<file path="src/hdl/tms_pkg.sv">
// package for the triangle midpoint subdivider
// holds transaction types, command codes and sequencer states
// no dependencies
package tms_pkg;

  localparam int IDX_W = 12;
  localparam int CRD_W = 16;
  localparam int CNT_W = 13;

  localparam logic [1:0] CMD_LOAD  = 2'd0;
  localparam logic [1:0] CMD_TRI   = 2'd1;
  localparam logic [1:0] CMD_START = 2'd2;
  // reserved code, ignored by the block
  localparam logic [1:0] CMD_NONE  = 2'd3;

  localparam logic KIND_VERT = 1'b0;
  localparam logic KIND_TRI  = 1'b1;

  localparam logic [CNT_W-1:0] IVC_RESET = 13'd12;

  typedef struct packed {
    logic [1:0]              cmd;
    logic [IDX_W-1:0]        vert_a;
    logic [IDX_W-1:0]        vert_b;
    logic [IDX_W-1:0]        vert_c;
    logic signed [CRD_W-1:0] pos_x;
    logic signed [CRD_W-1:0] pos_y;
    logic signed [CRD_W-1:0] pos_z;
  } in_item_t;

  typedef struct packed {
    logic                    out_kind;
    logic [IDX_W-1:0]        new_index;
    logic signed [CRD_W-1:0] new_x;
    logic signed [CRD_W-1:0] new_y;
    logic signed [CRD_W-1:0] new_z;
    logic [IDX_W-1:0]        tri_first;
    logic [IDX_W-1:0]        tri_second;
    logic [IDX_W-1:0]        tri_third;
    logic                    store_full;
    logic                    last;
  } out_item_t;

  typedef enum logic [1:0] {
    OP_LOAD,
    OP_TRI,
    OP_START
  } op_t;

  typedef struct packed {
    op_t                     op;
    logic [IDX_W-1:0]        a;
    logic [IDX_W-1:0]        b;
    logic [IDX_W-1:0]        c;
    logic signed [CRD_W-1:0] x;
    logic signed [CRD_W-1:0] y;
    logic signed [CRD_W-1:0] z;
  } q_item_t;

  typedef struct packed {
    logic [IDX_W-1:0] lo;
    logic [IDX_W-1:0] hi;
    logic [IDX_W-1:0] mid;
  } edge_t;

  typedef struct packed {
    logic signed [CRD_W-1:0] x;
    logic signed [CRD_W-1:0] y;
    logic signed [CRD_W-1:0] z;
  } vtx_t;

  typedef enum logic [3:0] {
    ST_IDLE,
    ST_SRCH_RD,
    ST_SRCH_CMP,
    ST_NEW,
    ST_RD_HI,
    ST_SUM,
    ST_EMIT_V,
    ST_NEXT,
    ST_EMIT_T
  } state_t;

endpackage

</file>
<file path="src/hdl/tms_front.sv">
// front end: accepts input transactions, classifies them, two-entry queue
// depends on tms_pkg
module tms_front
  import tms_pkg::*;
(
  input  logic     clk,
  input  logic     rst,
  input  logic     in_valid,
  output logic     in_ready,
  input  in_item_t in_data,
  output logic     q_valid,
  output q_item_t  q_item,
  input  logic     pop
);

  q_item_t    qmem [2];
  logic       wr_ptr;
  logic       rd_ptr;
  logic [1:0] count;
  logic       keep;
  op_t        op;
  logic       push;

  // classify the command; unknown codes are dropped
  always_comb begin
    op   = OP_LOAD;
    keep = 1'b0;
    unique case (in_data.cmd)
      CMD_LOAD: begin
        op   = OP_LOAD;
        keep = 1'b1;
      end
      CMD_TRI: begin
        op   = OP_TRI;
        keep = 1'b1;
      end
      CMD_START: begin
        op   = OP_START;
        keep = 1'b1;
      end
      default: begin
        op   = OP_LOAD;
        keep = 1'b0;
      end
    endcase
  end

  assign in_ready = (count != 2'd2);
  assign push     = in_valid && in_ready && keep;
  assign q_valid  = (count != 2'd0);
  assign q_item   = qmem[rd_ptr];

  // queue storage
  always_ff @(posedge clk) begin
    if (push) begin
      qmem[wr_ptr] <= '{op: op, a: in_data.vert_a, b: in_data.vert_b, c: in_data.vert_c,
                        x: in_data.pos_x, y: in_data.pos_y, z: in_data.pos_z};
    end
  end

  // queue pointers
  always_ff @(posedge clk) begin
    if (rst) begin
      wr_ptr <= 1'b0;
      rd_ptr <= 1'b0;
      count  <= 2'd0;
    end else begin
      if (push) wr_ptr <= !wr_ptr;
      if (pop) rd_ptr <= !rd_ptr;
      if (push && !pop) count <= count + 2'd1;
      else if (pop && !push) count <= count - 2'd1;
    end
  end

endmodule

</file>
<file path="config.mk">
export PLATFORM = sky130hd
export DESIGN_NAME = tms_front
export DESIGN_NICKNAME = d
export VERILOG_FILES = /design/src/hdl/tms_pkg.sv /design/src/hdl/tms_front.sv
export SDC_FILE = /design/constraint.sdc
export NUM_CORES = 1
export LEC_CHECK = 0
export BUFFER_PORTS_ARGS = -buffer_cell sky130_fd_sc_hd__buf_4
export CAP_MARGIN = 20
export CORE_AREA = 2 2 106 210
export DETAILED_ROUTE_END_ITERATION = 8
export DIE_AREA = 0 0 108 212
export GPL_TIMING_DRIVEN = 0
export SETUP_SLACK_MARGIN = 0.4
export SLEW_MARGIN = 10
export SYNTH_ARGS = -nofsm -noshare
export SYNTH_HDL_FRONTEND = slang
export SYNTH_SLANG_ARGS = --single-unit
</file>
<file path="constraint.sdc">
create_clock -name clk -period 8.4 [get_ports clk]
set_clock_uncertainty 0.15 [all_clocks]
set_input_delay 2.1 -clock clk [delete_from_list [all_inputs] [get_ports clk]]
set_output_delay 2.1 -clock clk [all_outputs]
set_load 0.03 [all_outputs]
</file>
==> impl_metrics.py <==
metrics = {
    "status": {
        "status": "finished clean",
    },
    "grt": {
        "grt_antenna_before_repair": 0,
        "grt_pass1_vias": 3676,
        "globalRouteTotalUtil": 0.119,
        "grt_overflow": 0,
        "grt_max_degree": 45,
        "grt_pass1_wl_um": 19500,
    },
    "logic_synthesis": {
        "synth_top_family_by_area": "multiplexers",
        "yosys_register_bits": 177,
        "synth_compound_area_frac": 0.00150,
        "synth.yosys.seq_area_share": 0.790,
        "synth_cell_types": 22,
        "synth_mux_area_frac": 0.170,
        "yosys.area_share.adder": 0.00188,
        "synth-xor-area-share": 0.00394,
        "postSynthCellCount": 295,
        "netlist_area_sq_um": 6660,
        "ys_warn_count": 0,
        "synth-simple-area-share": 0.0131,
        "syn_nets": 386,
        "avgSynthCellArea_sq_um": 22.6,
    },
    "detailed_routing": {
        "drt-initial-drc-count": 93,
        "drt-vias-per-instance": 4.31,
        "wl_per_cell_um": 17.1,
        "drt_pass1_iterations": 4,
        "wl_um": 13300,
        "vias": 3364,
        "ant_nets": 0,
        "route.detailed.drc": 0,
    },
    "setup_path": {
        "crit_path_end_kind": "output pin",
        "start_kind": "flip-flop",
        "crit_type": "reg2out",
        "critPathArrivalTime_ns": 1.71,
        "cp.required_ns": 6.15,
        "crit_fanout": 10,
    },
    "clock_tree": {
        "cts_resized": 0,
        "cts_setup_buffers": 0,
        "cts_inserted_buffers": 17,
        "root_buffer": "clkbuf_16",
        "clk_pin_slew_ns": 0.07,
        "clk_latency_ns": 0.43,
        "cts_sinks": 177,
        "clockBufferDepth": 2,
        "htreeDepth": 4,
        "cts_hold_buf": 0,
        "cts_tree": "built",
    },
    "timing": {
        "slew_viol_final": 0,
        "final.period_utilization": 0.472,
        "post-route-min-period_ns": 3.96,
        "whs_ns": 0.364,
        "tns_ns": 0,
        "hold_viol_final": 0,
        "worst_pin_slew_ns": 0.661,
        "finalWorstSetupSlack_ns": 4.44,
        "fmax_ghz": 0.252,
        "setup-violations-final": 0,
        "rsz0062_at_grt": "false",
        "slew_headroom": 0.559,
    },
    "placement": {
        "io_buffers": 177,
        "gp_congestion": 0.685,
        "hpwl_um": 9460,
        "pre_cts_ws_ns": 4.46,
    },
    "power": {
        "leakagePower_nw": 3.43,
        "sequentialPowerShare": 0.468,
        "clockPowerShare": 0.344,
        "p_int_w": 0.00169,
        "powerDensity_nw_per_um2": 253,
        "netSwitchingFraction": 0.259,
        "vdd_ir_drop_max_mv": 0.157,
        "combPwrFrac": 0.189,
        "switchingPower_w": 0.000593,
        "total_power_w": 0.00229,
    },
    "layout": {
        "regArea_sq_um": 5270,
        "final_common_cell": "buf_4",
        "multi_input_area_sq_um": 1280,
        "syn_to_final_growth_pct": 35.5,
        "layout_common_cells": "buf_4, edfxtp_1, mux2_2",
        "n_antenna_cell": 0,
        "fin_nets": 586,
        "final_layout_size_suffix_gt1_frac": 0.620,
        "fillers": 1929,
    },
    "worst_hold_path": {
        "hold_path.class": "reg2reg",
    },
    "flow_run": {
        "drv_cap": 0,
    },
    "floorplanning": {
        "die_w_um": 108,
        "num_io_pins": 178,
        "rows": 76,
        "dieArea_sq_um": 22900,
        "start_util": 0.311,
        "die_h_um": 212,
        "core_sq_um": 21400,
    },
}
==> layer usage <==
layer  vias to the layer above  part of all wire  GRT usage  routed length, um
met5                         -                 0          0                  0
met4                         0             0.045     0.0778                601
met3                        31             0.045     0.0331                600
met2                       107              0.60      0.229               8010
met1                      1662              0.31      0.103               4110
li1                       1564                 -          -                  -
==> critical path, stage by stage (launching register included) <==
cell	delay, ns
dfxtp_1	0.32
buf_6	0.12
buf_8	0.17
buf_12	0.16
mux2_4	0.31
buf_4	0.17
==> kinds of logic after synthesis <==
family                     count (synthesis)
xor gates and xnor gates                   3
buffers and inverters                     11
AOI/OAI and AO/OA                          2
adders and majority gates                  1
DFF                                      177
and+or+nand+nor                           14
muxes                                     87
==> synthesized netlist by cell type <==
library cell  count  area, sq um
dfxtp_1           5          100
or3_1             1         6.26
nand2b_4          1         13.8
and3_4            1         11.3
mux2_4           40          601
edfxtp_1        172         5160
a21oi_1           1         5.00
buf_2             4         20.0
or2_2             1         6.26
nor2b_1           4         25.0
inv_1             1         3.75
buf_6             1         11.3
and2_1            1         6.26
buf_12            4         80.1
o21ai_0           1         5.00
xnor2_1           1         8.76
nand2_1           1         3.75
ha_1              1         12.5
buf_8             1         15.0
mux2_2           47          529
xor2_1            2         17.5
nor2_1            4         15.0
==> sequential cells by signal, summed over array words and instances, names as in the netlist, named ones only <==
name    count
count       2
qmem      172
rd_ptr      1
wr_ptr      1
==> metrics by stage <==
stage / instance area (sq um) / cells / util
floorplan: 6660 / 295 / -
CTS: 9030 / 781 / 0.422
global route: 9030 / 781 / 0.422
global placement: 8330 / 745 / 0.389
detailed placement: 8440 / 749 / 0.394
finish: 9030 / 781 / 0.422
==> power by group through the flow <==
| stage | registers [W] | clock network (W) | logic [W] |
|---|---|---|---|
| final | 0.00107 | 0.000786 | 0.000432 |
| after global routing | 0.00108 | 0.000845 | 0.000456 |
| after CTS | 0.00107 | 0.000818 | 0.000440 |
| after detailed placement | 0.00109 | 0 | 0.000439 |
| after global placement | 0.00110 | 0 | 0.000418 |
| after floorplan | 0.00109 | 0 | 0.000267 |
==> cell type report <==
cell class,count,share of cell area
flip-flops and latches,177,0.583
repair buffers,181,0.158
multi-input cells,107,0.141
clock buffers,18,0.0486
well taps,273,0.0378
clock inverters,14,0.0169
plain buffers,10,0.0140
inverters,1,0.000416
==> worst paths after layout <==
kind                               from                     to  slack, ns  cells after the start
setup reg to reg  count[0]$_SDFFE_PP0P_  qmem[0][43]$_DFFE_PP_       6.24                      5
hold reg to reg     rd_ptr$_SDFFE_PP0P_              flip-flop       0.36                      2
setup / recovery              flip-flop             q_item[44]       4.44                      5
hold / removal      rd_ptr$_SDFFE_PP0P_              flip-flop       0.36                      2
Power figures use the tool's default switching activity.
